<file path="src/hw/rtl/bbo_pkg.sv">
// ----------------------------------------------------------------------------
// bbo_pkg: shared types and constants
// Field structs, command and status codes, and the controller/datapath link.
// ----------------------------------------------------------------------------
package bbo_pkg;

  localparam int unsigned Symbols  = 16;
  localparam int unsigned Venues   = 4;
  localparam int unsigned SymW     = $clog2(Symbols);
  localparam int unsigned VenW     = $clog2(Venues);
  localparam int unsigned EntW     = SymW + VenW;
  localparam int unsigned Entries  = Symbols * Venues;

  localparam logic [1:0] CmdLoad  = 2'd0;
  localparam logic [1:0] CmdQuote = 2'd1;
  localparam logic [1:0] CmdTick  = 2'd2;

  localparam logic [1:0] StatOk     = 2'd0;
  localparam logic [1:0] StatNoSym  = 2'd1;
  localparam logic [1:0] StatNoVen  = 2'd2;

  localparam logic [2:0] RegVenue0   = 3'd0;
  localparam logic [2:0] RegVenue3   = 3'd3;
  localparam logic [2:0] RegTimeout  = 3'd4;
  localparam logic [2:0] RegSymCount = 3'd5;

  localparam logic [31:0] InitAsk  = 32'hFFFF_FFFF;
  localparam logic [31:0] InitSize = 32'hFFFF_FFFF;

  typedef struct packed {
    logic [1:0]         command;
    logic [3:0]         slot;
    logic [63:0]        symbol;
    logic [15:0]        bid_venue;
    logic [15:0]        ask_venue;
    logic [31:0]        bid_px;
    logic signed [31:0] bid_qty;
    logic [31:0]        ask_px;
    logic signed [31:0] ask_qty;
  } in_item_t;

  typedef struct packed {
    logic [1:0]         status;
    logic [63:0]        best_symbol;
    logic [15:0]        best_bid_venue;
    logic [31:0]        best_bid_px;
    logic signed [31:0] best_bid_qty;
    logic [15:0]        best_ask_venue;
    logic [31:0]        best_ask_px;
    logic signed [31:0] best_ask_qty;
    logic [31:0]        sequence_res;
  } out_item_t;

  // controller -> datapath
  typedef struct packed {
    logic capture;   // latch input beat
    logic lookup;    // symbol/venue match, register hit info
    logic update;    // write quote entry
    logic read;      // register one venue entry at scan_idx
    logic scan;      // stale check and compare on the registered entry
    logic finish;    // load result register
    logic [VenW-1:0] scan_idx;
  } dp_cmd_t;

  // datapath -> controller
  typedef struct packed {
    logic is_quote;
    logic hit;
  } dp_stat_t;

endpackage

</file>
<file path="src/hw/rtl/bbo_ctrl.sv">
// ----------------------------------------------------------------------------
// bbo_ctrl: command sequencer
// Capture and decode; a quote adds lookup, update, per-venue scan, result.
// ----------------------------------------------------------------------------
module bbo_ctrl (
  input  logic               clk_i,
  input  logic               rst_ni,
  input  logic               in_valid_i,
  output logic               in_stall_o,
  input  logic               out_busy_i,
  input  bbo_pkg::dp_stat_t  stat_i,
  output bbo_pkg::dp_cmd_t   cmd_o
);

  localparam logic [2:0] StIdle   = 3'd0;
  localparam logic [2:0] StDecode = 3'd1;
  localparam logic [2:0] StLookup = 3'd2;
  localparam logic [2:0] StPrime  = 3'd3;
  localparam logic [2:0] StScan   = 3'd4;
  localparam logic [2:0] StTail   = 3'd5;
  localparam logic [2:0] StDone   = 3'd6;

  localparam logic [bbo_pkg::VenW-1:0] LastVen = bbo_pkg::VenW'(bbo_pkg::Venues - 1);

  logic [2:0] state_q, state_d;
  logic [bbo_pkg::VenW-1:0] idx_q, idx_d;

  assign in_stall_o = (state_q != StIdle);

  // Sequence states
  always_comb begin
    state_d = state_q;
    idx_d   = idx_q;
    cmd_o   = '0;
    cmd_o.scan_idx = idx_q;
    case (state_q)
      StIdle: begin
        if (in_valid_i) begin
          cmd_o.capture = 1'b1;
          state_d = StDecode;
        end
      end
      StDecode: begin
        // load and tick finish here
        if (stat_i.is_quote) begin
          cmd_o.lookup = 1'b1;
          state_d = StLookup;
        end else begin
          state_d = StIdle;
        end
      end
      StLookup: begin
        if (stat_i.hit) begin
          cmd_o.update = 1'b1;
          idx_d = '0;
          state_d = StPrime;
        end else begin
          state_d = StDone;
        end
      end
      // read one entry ahead of the compare
      StPrime, StScan: begin
        cmd_o.read = 1'b1;
        cmd_o.scan = (state_q == StScan);
        if (idx_q == LastVen) begin
          state_d = StTail;
        end else begin
          idx_d = idx_q + 1'b1;
          state_d = StScan;
        end
      end
      StTail: begin
        cmd_o.scan = 1'b1;
        state_d = StDone;
      end
      StDone: begin
        if (!out_busy_i) begin
          cmd_o.finish = 1'b1;
          state_d = StIdle;
        end
      end
      default: state_d = StIdle;
    endcase
  end

  always_ff @(posedge clk_i or negedge rst_ni) begin
    if (!rst_ni) begin
      state_q <= StIdle;
      idx_q   <= '0;
    end else begin
      state_q <= state_d;
      idx_q   <= idx_d;
    end
  end

endmodule

</file>
<file path="config.mk">
export PLATFORM = sky130hd
export DESIGN_NAME = bbo_ctrl
export DESIGN_NICKNAME = d
export VERILOG_FILES = /design/src/hw/rtl/bbo_pkg.sv /design/src/hw/rtl/bbo_ctrl.sv
export SDC_FILE = /design/constraint.sdc
export NUM_CORES = 1
export LEC_CHECK = 0
export BUFFER_PORTS_ARGS = -buffer_cell sky130_fd_sc_hd__buf_2
export CORE_AREA = 8 8 45 47
export DETAILED_ROUTE_END_ITERATION = 12
export DIE_AREA = 0 0 53 55
export SLEW_MARGIN = 30
export SYNTH_ARGS = -nofsm -noshare
export SYNTH_HDL_FRONTEND = slang
export SYNTH_SLANG_ARGS = --single-unit
</file>
<file path="constraint.sdc">
create_clock -name clk_i -period 1.61 [get_ports clk_i]
set_input_delay 0.2415 -clock clk_i [delete_from_list [all_inputs] [get_ports clk_i]]
set_output_delay 0.2415 -clock clk_i [all_outputs]
set_load 0.05 [all_outputs]
</file>
==> results of run 1 <==
-- sequential cells by signal (all words and copies together), names as in the netlist --
signal,flops
state_q,3
idx_q,2
-- worst reg2reg max path, stage by stage, from the launching register on --
cell     delay (ns)
dfrtp_1        0.42
ha_1           0.33
nand2_1        0.08
and3_1         0.18
o31ai_1        0.30
-- per-stage QoR --
stage / std cells / power (mW) / instance area, um^2
detailed placement: 79 / 1.28 / 538
global route: 85 / 1.63 / 617
global placement: 79 / 1.27 / 538
finish: 85 / 1.51 / 617
floorplan: 49 / 1.08 / 449
CTS: 84 / 1.48 / 589
-- layout make-up --
cell class	instances	share of cell area
flip-flops and latches	5	0.203
multi-input cells	39	0.471
clock buffers	4	0.0426
well taps	16	0.0325
repair buffers	19	0.235
inverters	2	0.0162
-- per-layer routing --
layer  vias to the layer above  wire length (um)  share of wire  GRT usage
met3                         0                82          0.082     0.0267
met4                         0                 0              0     0.0517
li1                        218                 -              -          -
met5                         -                 0              0          0
met2                         9               479           0.48      0.113
met1                       196               444           0.44     0.0934
-- kinds of logic after synthesis --
kind of cell	after synthesis
adders and majority gates	1
AOI/OAI and AO/OA	15
and+or+nand+nor	23
DFF	5
buffers and inverters	5
-- power by group --
part | total (mW) | switching, mW | internal [mW]
Sequential | 0.241 | 0.0527 | 0.188
Combinational | 1.13 | 0.699 | 0.432
Clock | 0.137 | 0.0441 | 0.0932
Total | 1.51 | 0.795 | 0.713
-- timing repair --
item	4_1_cts	5_1_grt
buffers inserted	0	1
gates resized for setup	5	8
hold buffers	1	0
pin swaps	1	0
setup endpoints to repair	4	5
endpoints found under the hold margin	5	0
-- worst max-delay path by stage --
stage	cells past startpoint	to	startpoint
after CTS	3	cmd_o[4]	state_q[2]$_DFFE_PN0P_
after floorplan	2	cmd_o[7]	state_q[1]$_DFFE_PN0P_
after detailed placement	4	state_q[0]$_DFFE_PN0P_	idx_q[0]$_DFFE_PN0P_
after global placement	3	in_stall_o	state_q[2]$_DFFE_PN0P_
final	3	in_stall_o	state_q[1]$_DFFE_PN0P_
after global routing	3	in_stall_o	state_q[0]$_DFFE_PN0P_
-- synth_stat cells (2+ instances only) --
master | n | area [um^2]
o21ai_1 | 2 | 10.0
nand2_1 | 3 | 11.3
or2b_1 | 2 | 15.0
nor2b_1 | 2 | 12.5
a21oi_1 | 5 | 25.0
nor2_1 | 2 | 7.51
dfrtp_1 | 5 | 125
nand3_1 | 2 | 10.0
==> reports/qor.csv, run 1 <==
metric;value;unit
timing.hold.ws;0.320;ns
period_minus_slack;1.55;ns
maxSlewHeadroom;0.804;
power_per_cell_area;2450;nW/um^2
grt_first_pass_wirelength;1690;um
postSynth.topFlopCell;dfrtp_1;
hp-class;in2reg;
dominant_delay_contributor_by_cell_family_on_the_critical_path;flip-flops;
critical_path_class;reg2out;
synthesis.area_per_instance;8.84;um^2
floorplan.initialDensity;0.313;
grt_util_all_layers;0.0773;
drt.antenna.violating_nets;0;
clk_pin_slew_worst_paths;0.04;ns
route.detailed.wl_per_inst;11.8;um
synth.ff_latch_count;5;
initial_antenna_violation_count;0;
synth_xor_area_frac;0;
distinct_cells_synth;34;
hold_path_startpoint;out_busy_i;
drv.max_cap_violation_count;0;
ports_placed_on_the_boundary;15;
layout.cells.most_common_list;9 x buf_2, 6 x buf_6, 5 x a21oi_1, 5 x dfrtp_1;
main_combinational_cell_family_by_area_after_synthesis;simple AND/OR/NAND/NOR gates;
syn_inst;49;
post_synth_instance_area;433;um^2
overflow;0;
timing.reg2reg.worst_path_depth;4;
rsz0062_at_grt;no;
buffers_on_ports;14;
period_share;0.963;
cp.required;1.37;ns
timing.critical_path.slowest_stage_cell;dfrtp_1;
power.static_leakage;0.276;nW
drc_errors;0;
clock_skew;0.000673;ns
vdd_drop_max;0.730;mV
vias;423;
clockBufferDepth;2;
first_global_vias;369;
layout_utilization;0.446;
std_cell_rows;14;
setup_viol_count_final;0;
postSynthNetCount;56;
synthArstFlopShare;1.00;
routed_wirelength;1010;um
mostFrequentLayoutCell;buf_2;
synth-edff-count;0;
grt_start_max_net_pins;17;
die_y;55;um
reg2reg_from;idx_q[0]$_DFFE_PN0P_;
num-nets-final;77;
hold_violations;0;
synth-warning-count;0;
pins_over_their_slew_limit;0;
critical_path_sink_type;primary output;
synth_compound_area_frac;0.249;
synthAdderAreaFrac;0.0289;
via_per_inst;4.98;
register_area_share_after_synthesis;0.289;
regArea;125;um^2
worstPathCellList;buf_4 -> or3_1 -> buf_6;
fin_setup_tns;0;ns
antenna_cells_inserted;0;
synth_simple_gate_area_frac;0.355;
num-fill-cells;144;
cts_tree;yes;
crit_buf_inv;2;
timing.reg2reg.setup_slack;0.18;ns
critPathMaxStageDelay;0.36;ns
clock_tree.htree_level_count;1;
timing.critical_path.arrival;1.31;ns
drt-pass1-iter-count;2;
floorplan.die_area;2920;um^2
clk_root_buffer_cell;clkbuf_4;
max_freq;645;MHz
fin_ws;0.0594;ns
die-width;53;um
dpl_worst_slack;0.202;ns
gp_weighted_congestion;0.661;
initialDrtViolationCount;1;
synth.area.mux_share;0;
min_delay_path_depth;3;
layout-area-overhead-vs-synth;42.5;%
hold-path-endpoint;state_q[2]$_DFFE_PN0P_;
multi_input_area;290;um^2
tritoncts.num_buffers;3;
clkSinkCount;5;
element_type_at_the_critical_path_start;flop;
critical_path_peak_fanout;16;
worst_slew_pin_slew;0.291;ns
floorplan_core_area;1380;um^2
fraction_of_final_layout_cells_sized_beyond_drive_strength_1;0.449;
clock_latency;0.23;ns
outcome;finished clean;
rr_endpoint;state_q[0]$_DFFE_PN0P_;
Note: power is estimated with default switching activity, not from simulation.
==> run 2, diff against run 1 <==
Settings changed: RECOVER_POWER set to 100.
==> reports/qor.csv, run 2 (synthesis results as in run 1) <==
metric;value;unit
route.detailed.wl_per_inst;12.0;um
clk_pin_slew_worst_paths;0.04;ns
tritoncts.num_buffers;3;
floorplan.initialDensity;0.313;
gp_weighted_congestion;0.661;
grt_first_pass_wirelength;1690;um
clkSinkCount;5;
clock_tree.htree_level_count;1;
floorplan_core_area;1380;um^2
clock_skew;0.000636;ns
pins_over_their_slew_limit;0;
routed_wirelength;1020;um
registers.top_by_ff_count;state_q;
maxSlewHeadroom;0.604;
cts_tree;yes;
timing.critical_path.arrival;1.31;ns
critical_path_peak_fanout;16;
clockBufferDepth;2;
initial_antenna_violation_count;0;
worst_setup_path_startpoint;state_q[1]$_DFFE_PN0P_;
initialDrtViolationCount;0;
via_per_inst;4.92;
std_cell_rows;14;
die_y;55;um
power_per_cell_area;2460;nW/um^2
hp-class;in2reg;
overflow;0;
setup_viol_count_final;0;
period_share;0.963;
ports_placed_on_the_boundary;15;
hold_violations;0;
buffers_on_ports;14;
floorplan.die_area;2920;um^2
critical_path_class;reg2out;
critical_path_sink_type;primary output;
drc_errors;0;
layout-area-overhead-vs-synth;39.6;%
fin_setup_tns;0;ns
drt.antenna.violating_nets;0;
clk_root_buffer_cell;clkbuf_4;
max_freq;645;MHz
fraction_of_final_layout_cells_sized_beyond_drive_strength_1;0.391;
drt-pass1-iter-count;1;
hold_path_startpoint;out_busy_i;
cp.required;1.37;ns
first_global_vias;369;
antenna_cells_inserted;0;
outcome;finished clean;
vdd_drop_max;0.714;mV
period_minus_slack;1.55;ns
timing.hold.ws;0.321;ns
grt_start_max_net_pins;17;
reg2reg_from;idx_q[0]$_DFFE_PN0P_;
drv.max_cap_violation_count;0;
clock_latency;0.23;ns
die-width;53;um
num-nets-final;77;
vias;418;
element_type_at_the_critical_path_start;flop;
largestRegisters;state_q x3, idx_q x2;
layout.cells.most_common_list;5 x a21oi_1, 5 x dfrtp_1, 5 x buf_6;
grt_util_all_layers;0.0773;
max_reg_flops;3;
worst_slew_pin_slew;0.596;ns
num-fill-cells;148;
power.static_leakage;0.264;nW
rsz0062_at_grt;no;
run 2: final timing paths:
| path | depth (start not counted) | slack, ns | end |
|---|---|---|---|
| max in group asynchronous | 2 | 1.04 | state_q[1]$_DFFE_PN0P_ |
| min reg2reg | 2 | 0.55 | idx_q[1]$_DFFE_PN0P_ |
| max | 3 | 0.06 | in_stall_o |
| min in group asynchronous | 2 | 0.38 | state_q[0]$_DFFE_PN0P_ |
| max reg2reg | 4 | 0.17 | state_q[0]$_DFFE_PN0P_ |
| min | 3 | 0.32 | state_q[2]$_DFFE_PN0P_ |
run 2: what timing repair did:
| item | CTS | global route |
|---|---|---|
| cloned | 0 | 0 |
| pin swaps | 1 | 0 |
| hold buffers | 1 | 0 |
| endpoints found under the hold margin | 5 | 0 |
| resized for setup | 5 | 8 |
| setup endpoints to repair | 4 | 5 |
| setup buffers | 0 | 1 |
run 2: final cells by class:
cell class	count	area, um^2	share of cell area
multi-input combinational	39	285	0.472
timing repair buffer	19	138	0.228
sequential	5	125	0.207
clock buffer	4	26.3	0.0435
tap	16	20.0	0.0331
inverter	2	10.0	0.0166
run 2: per-layer routing:
metal  vias up  GRT usage  routed length [um]
met2         9      0.113                 485
met5         -          0                   0
met4         0     0.0517                   0
met1       192     0.0934                 449
li1        217          -                   -
met3         0     0.0267                  82
run 2: report_power, final:
part | total (mW) | internal, mW | switching [mW]
Sequential | 0.242 | 0.188 | 0.0545
Clock | 0.137 | 0.0932 | 0.0440
Combinational | 1.11 | 0.413 | 0.692
run 2: critical path, cell delays in order (launching register included):
cell and delay (ns):
dfrtp_1 0.36, buf_4 0.19, or3_1 0.36, buf_6 0.16
run 2: stage by stage:
step	worst slack [ns]	cells	instance area, um^2	power [mW]	util
after floorplan	-0.199	49	449	1.08	-
after global placement	0.207	79	538	1.27	0.389
after detailed placement	0.202	79	538	1.28	0.389
after CTS	0.00879	84	589	1.48	0.426
after global routing	0.00111	85	604	1.60	0.437
final	0.0598	85	604	1.48	0.437
==> run 3, diff against run 2 <==
Settings changed: ABC_AREA set to 1.
==> reports/qor.csv, run 3 <==
metric;value;unit
outcome;finished clean;
power_per_cell_area;2450;nW/um^2
grt_first_pass_wirelength;1440;um
critPathMaxStageDelay;0.49;ns
synth.top_cell.area_share;0.329;
fin_setup_tns;0;ns
yosys-top-cells-count;9 x nand2_1, 6 x inv_1, 5 x dfrtp_1;
cp.required;1.37;ns
num-nets-final;73;
tritoncts.num_buffers;3;
power.total;1.23;mW
route.detailed.wl_per_inst;11.4;um
critical_path_class;reg2out;
ports_placed_on_the_boundary;15;
element_type_at_the_critical_path_start;flop;
die_y;55;um
gp_weighted_congestion;0.756;
pins_over_their_slew_limit;0;
crit_buf_inv;1;
timing.critical_path.arrival;1.29;ns
largestRegisters;state_q x3, idx_q x2;
synth-warning-count;0;
dpl-instance-area;462;um^2
synthesis.area_per_instance;7.92;um^2
syn_inst;48;
die-width;53;um
synth.area.mux_share;0;
first_global_vias;347;
most_frequent_cp_cell;nor2_4;
period_minus_slack;1.53;ns
cts_tree;yes;
grt_start_max_net_pins;10;
main_combinational_cell_family_by_area_after_synthesis;simple AND/OR/NAND/NOR gates;
num-fill-cells;158;
netlist_top_cells_area;dfrtp_1 33%, nand2_1 8.9%, nand4_1 6.6%;
max_reg_flops;3;
vdd_drop_max;0.847;mV
synth-edff-count;0;
postSynth.topFlopCell;dfrtp_1;
post_synth_instance_area;380;um^2
critical_path_sink_type;primary output;
buffers_on_ports;14;
postSynthNetCount;55;
period_share;0.951;
detailed_place_hpwl;748;um
synthArstFlopShare;1.00;
max_freq;653;MHz
drc_errors;0;
clk_root_buffer_cell;clkbuf_4;
finish.cell_count_without_fillers;81;
via_per_inst;4.62;
drt-pass1-iter-count;2;
dpl.cell_count;76;
grt_util_all_layers;0.0679;
dominant_delay_contributor_by_cell_family_on_the_critical_path;flip-flops;
floorplan_core_area;1380;um^2
timing.reg2reg.setup_slack;0.51;ns
synth_compound_area_frac;0.0592;
timing.hold.ws;0.303;ns
clock_tree.htree_level_count;1;
initial_antenna_violation_count;0;
layout-area-overhead-vs-synth;32.6;%
floorplan.die_area;2920;um^2
std_cell_rows;14;
mostFrequentLayoutCell;nand2_1;
clockBufferDepth;2;
critical_path_peak_fanout;9;
rsz0062_at_grt;no;
floorplan.initialDensity;0.275;
distinct_cells_synth;18;
synth_xor_area_frac;0;
clock_latency;0.24;ns
synth.ff_latch_count;5;
maxSlewHeadroom;0.603;
antenna_cells_inserted;0;
routed_wirelength;927;um
clk_pin_slew_worst_paths;0.04;ns
setup_viol_count_final;0;
fraction_of_final_layout_cells_sized_beyond_drive_strength_1;0.400;
power.static_leakage;0.265;nW
layout.cell_area.non_filler;504;um^2
drv.max_cap_violation_count;0;
timing.critical_path.slowest_stage_cell;dfrtp_2;
synth_top_cell_by_area;dfrtp_1;
overflow;0;
drt.antenna.violating_nets;0;
synth_simple_gate_area_frac;0.451;
layout.cells.most_common_list;9 x nand2_1, 7 x clkbuf_4, 6 x buf_2, 5 x inv_1;
clock_skew;0.000295;ns
hp-class;in2reg;
yosys.cell_count.top_type;nand2_1;
hold_violations;0;
worst_slew_pin_slew;0.598;ns
cts_setup_buffers;0;
worstPathCellList;nor2_4 -> nand2_1 -> nor2_4 -> clkbuf_4;
synthAdderAreaFrac;0.0329;
register_area_share_after_synthesis;0.329;
initialDrtViolationCount;7;
vias;374;
registers.top_by_ff_count;state_q;
clkSinkCount;5;
==> run 3: cell count changes in the layout (fill, tap and decap cells not counted), sizes merged, moves of 2 or more <==
cell | before | now
nand2 | 3 | 13
buf | 13 | 6
inv | 2 | 7
a21oi | 5 | 1
nand4 | 0 | 4
clkbuf | 9 | 12
nand3 | 2 | 5
nor2 | 2 | 5
nand2b | 2 | 0
nor2b | 2 | 0
nor3 | 2 | 0
o21ai | 4 | 2
or2b | 2 | 0
==> run 3: path summary, 6_finish.rpt <==
check / end / cells past startpoint / start
max: cmd_o[7] / 4 / state_q[1]$_DFFE_PN0P_
min: state_q[1]$_DFFE_PN0P_ / 3 / stat_i[1]
max reg2reg: idx_q[0]$_DFFE_PN0P_ / 6 / state_q[0]$_DFFE_PN0P_
min reg2reg: idx_q[1]$_DFFE_PN0P_ / 2 / idx_q[1]$_DFFE_PN0P_
max in group asynchronous: state_q[0]$_DFFE_PN0P_ / 2 / rst_ni
min in group asynchronous: idx_q[0]$_DFFE_PN0P_ / 2 / rst_ni
==> run 3: kinds of logic after synthesis <==
group	after synthesis
and+or+nand+nor	29
buffers and inverters	9
adders and majority gates	1
AOI/OAI and AO/OA	4
DFF	5
==> run 3: per-stage QoR <==
step,setup WS (ns),utilization
finish,0.0793,0.364
global placement,0.248,0.334
global route,0.00220,0.364
detailed placement,0.238,0.334
CTS,0.000800,0.363
floorplan,-0.0986,-
==> run 3: final cells by class <==
type	count	area [um^2]	share of cell area
multi-input cells	34	214	0.424
flip-flops and latches	5	129	0.256
repair buffers	15	86.3	0.171
inverters	7	28.8	0.0571
clock buffers	4	26.3	0.0521
well taps	16	20.0	0.0397
==> run 3: power breakdown <==
| part | switching [mW] | leakage (nW) | total (mW) | internal (mW) |
|---|---|---|---|---|
| Combinational | 0.565 | 0.190 | 0.779 | 0.215 |
| Clock | 0.0539 | 0.0150 | 0.148 | 0.0939 |
| Sequential | 0.116 | 0.0597 | 0.306 | 0.190 |
| Total | 0.735 | 0.265 | 1.23 | 0.499 |
==> run 3: per-layer routing <==
layer,share of wire,up-vias,track usage
li1,-,192,-
met1,0.46,169,0.0750
met2,0.49,13,0.105
met3,0.055,0,0.0401
met4,0,0,0.0259
met5,0,-,0
==> run 3: worst register-to-register path, stage by stage, from the launching register on <==
cell and delay, ns:
dfrtp_2 0.48, inv_1 0.14, nand4_1 0.12, nand2_1 0.11, nand2_2 0.05, nand2_1 0.05, nand2_1 0.04
==> run 3: what timing repair did <==
item | CTS | global route
hold buffers | 1 | 0
gates resized for setup | 2 | 8
endpoints found under the setup margin | 4 | 6
hold endpoints to repair | 5 | 0
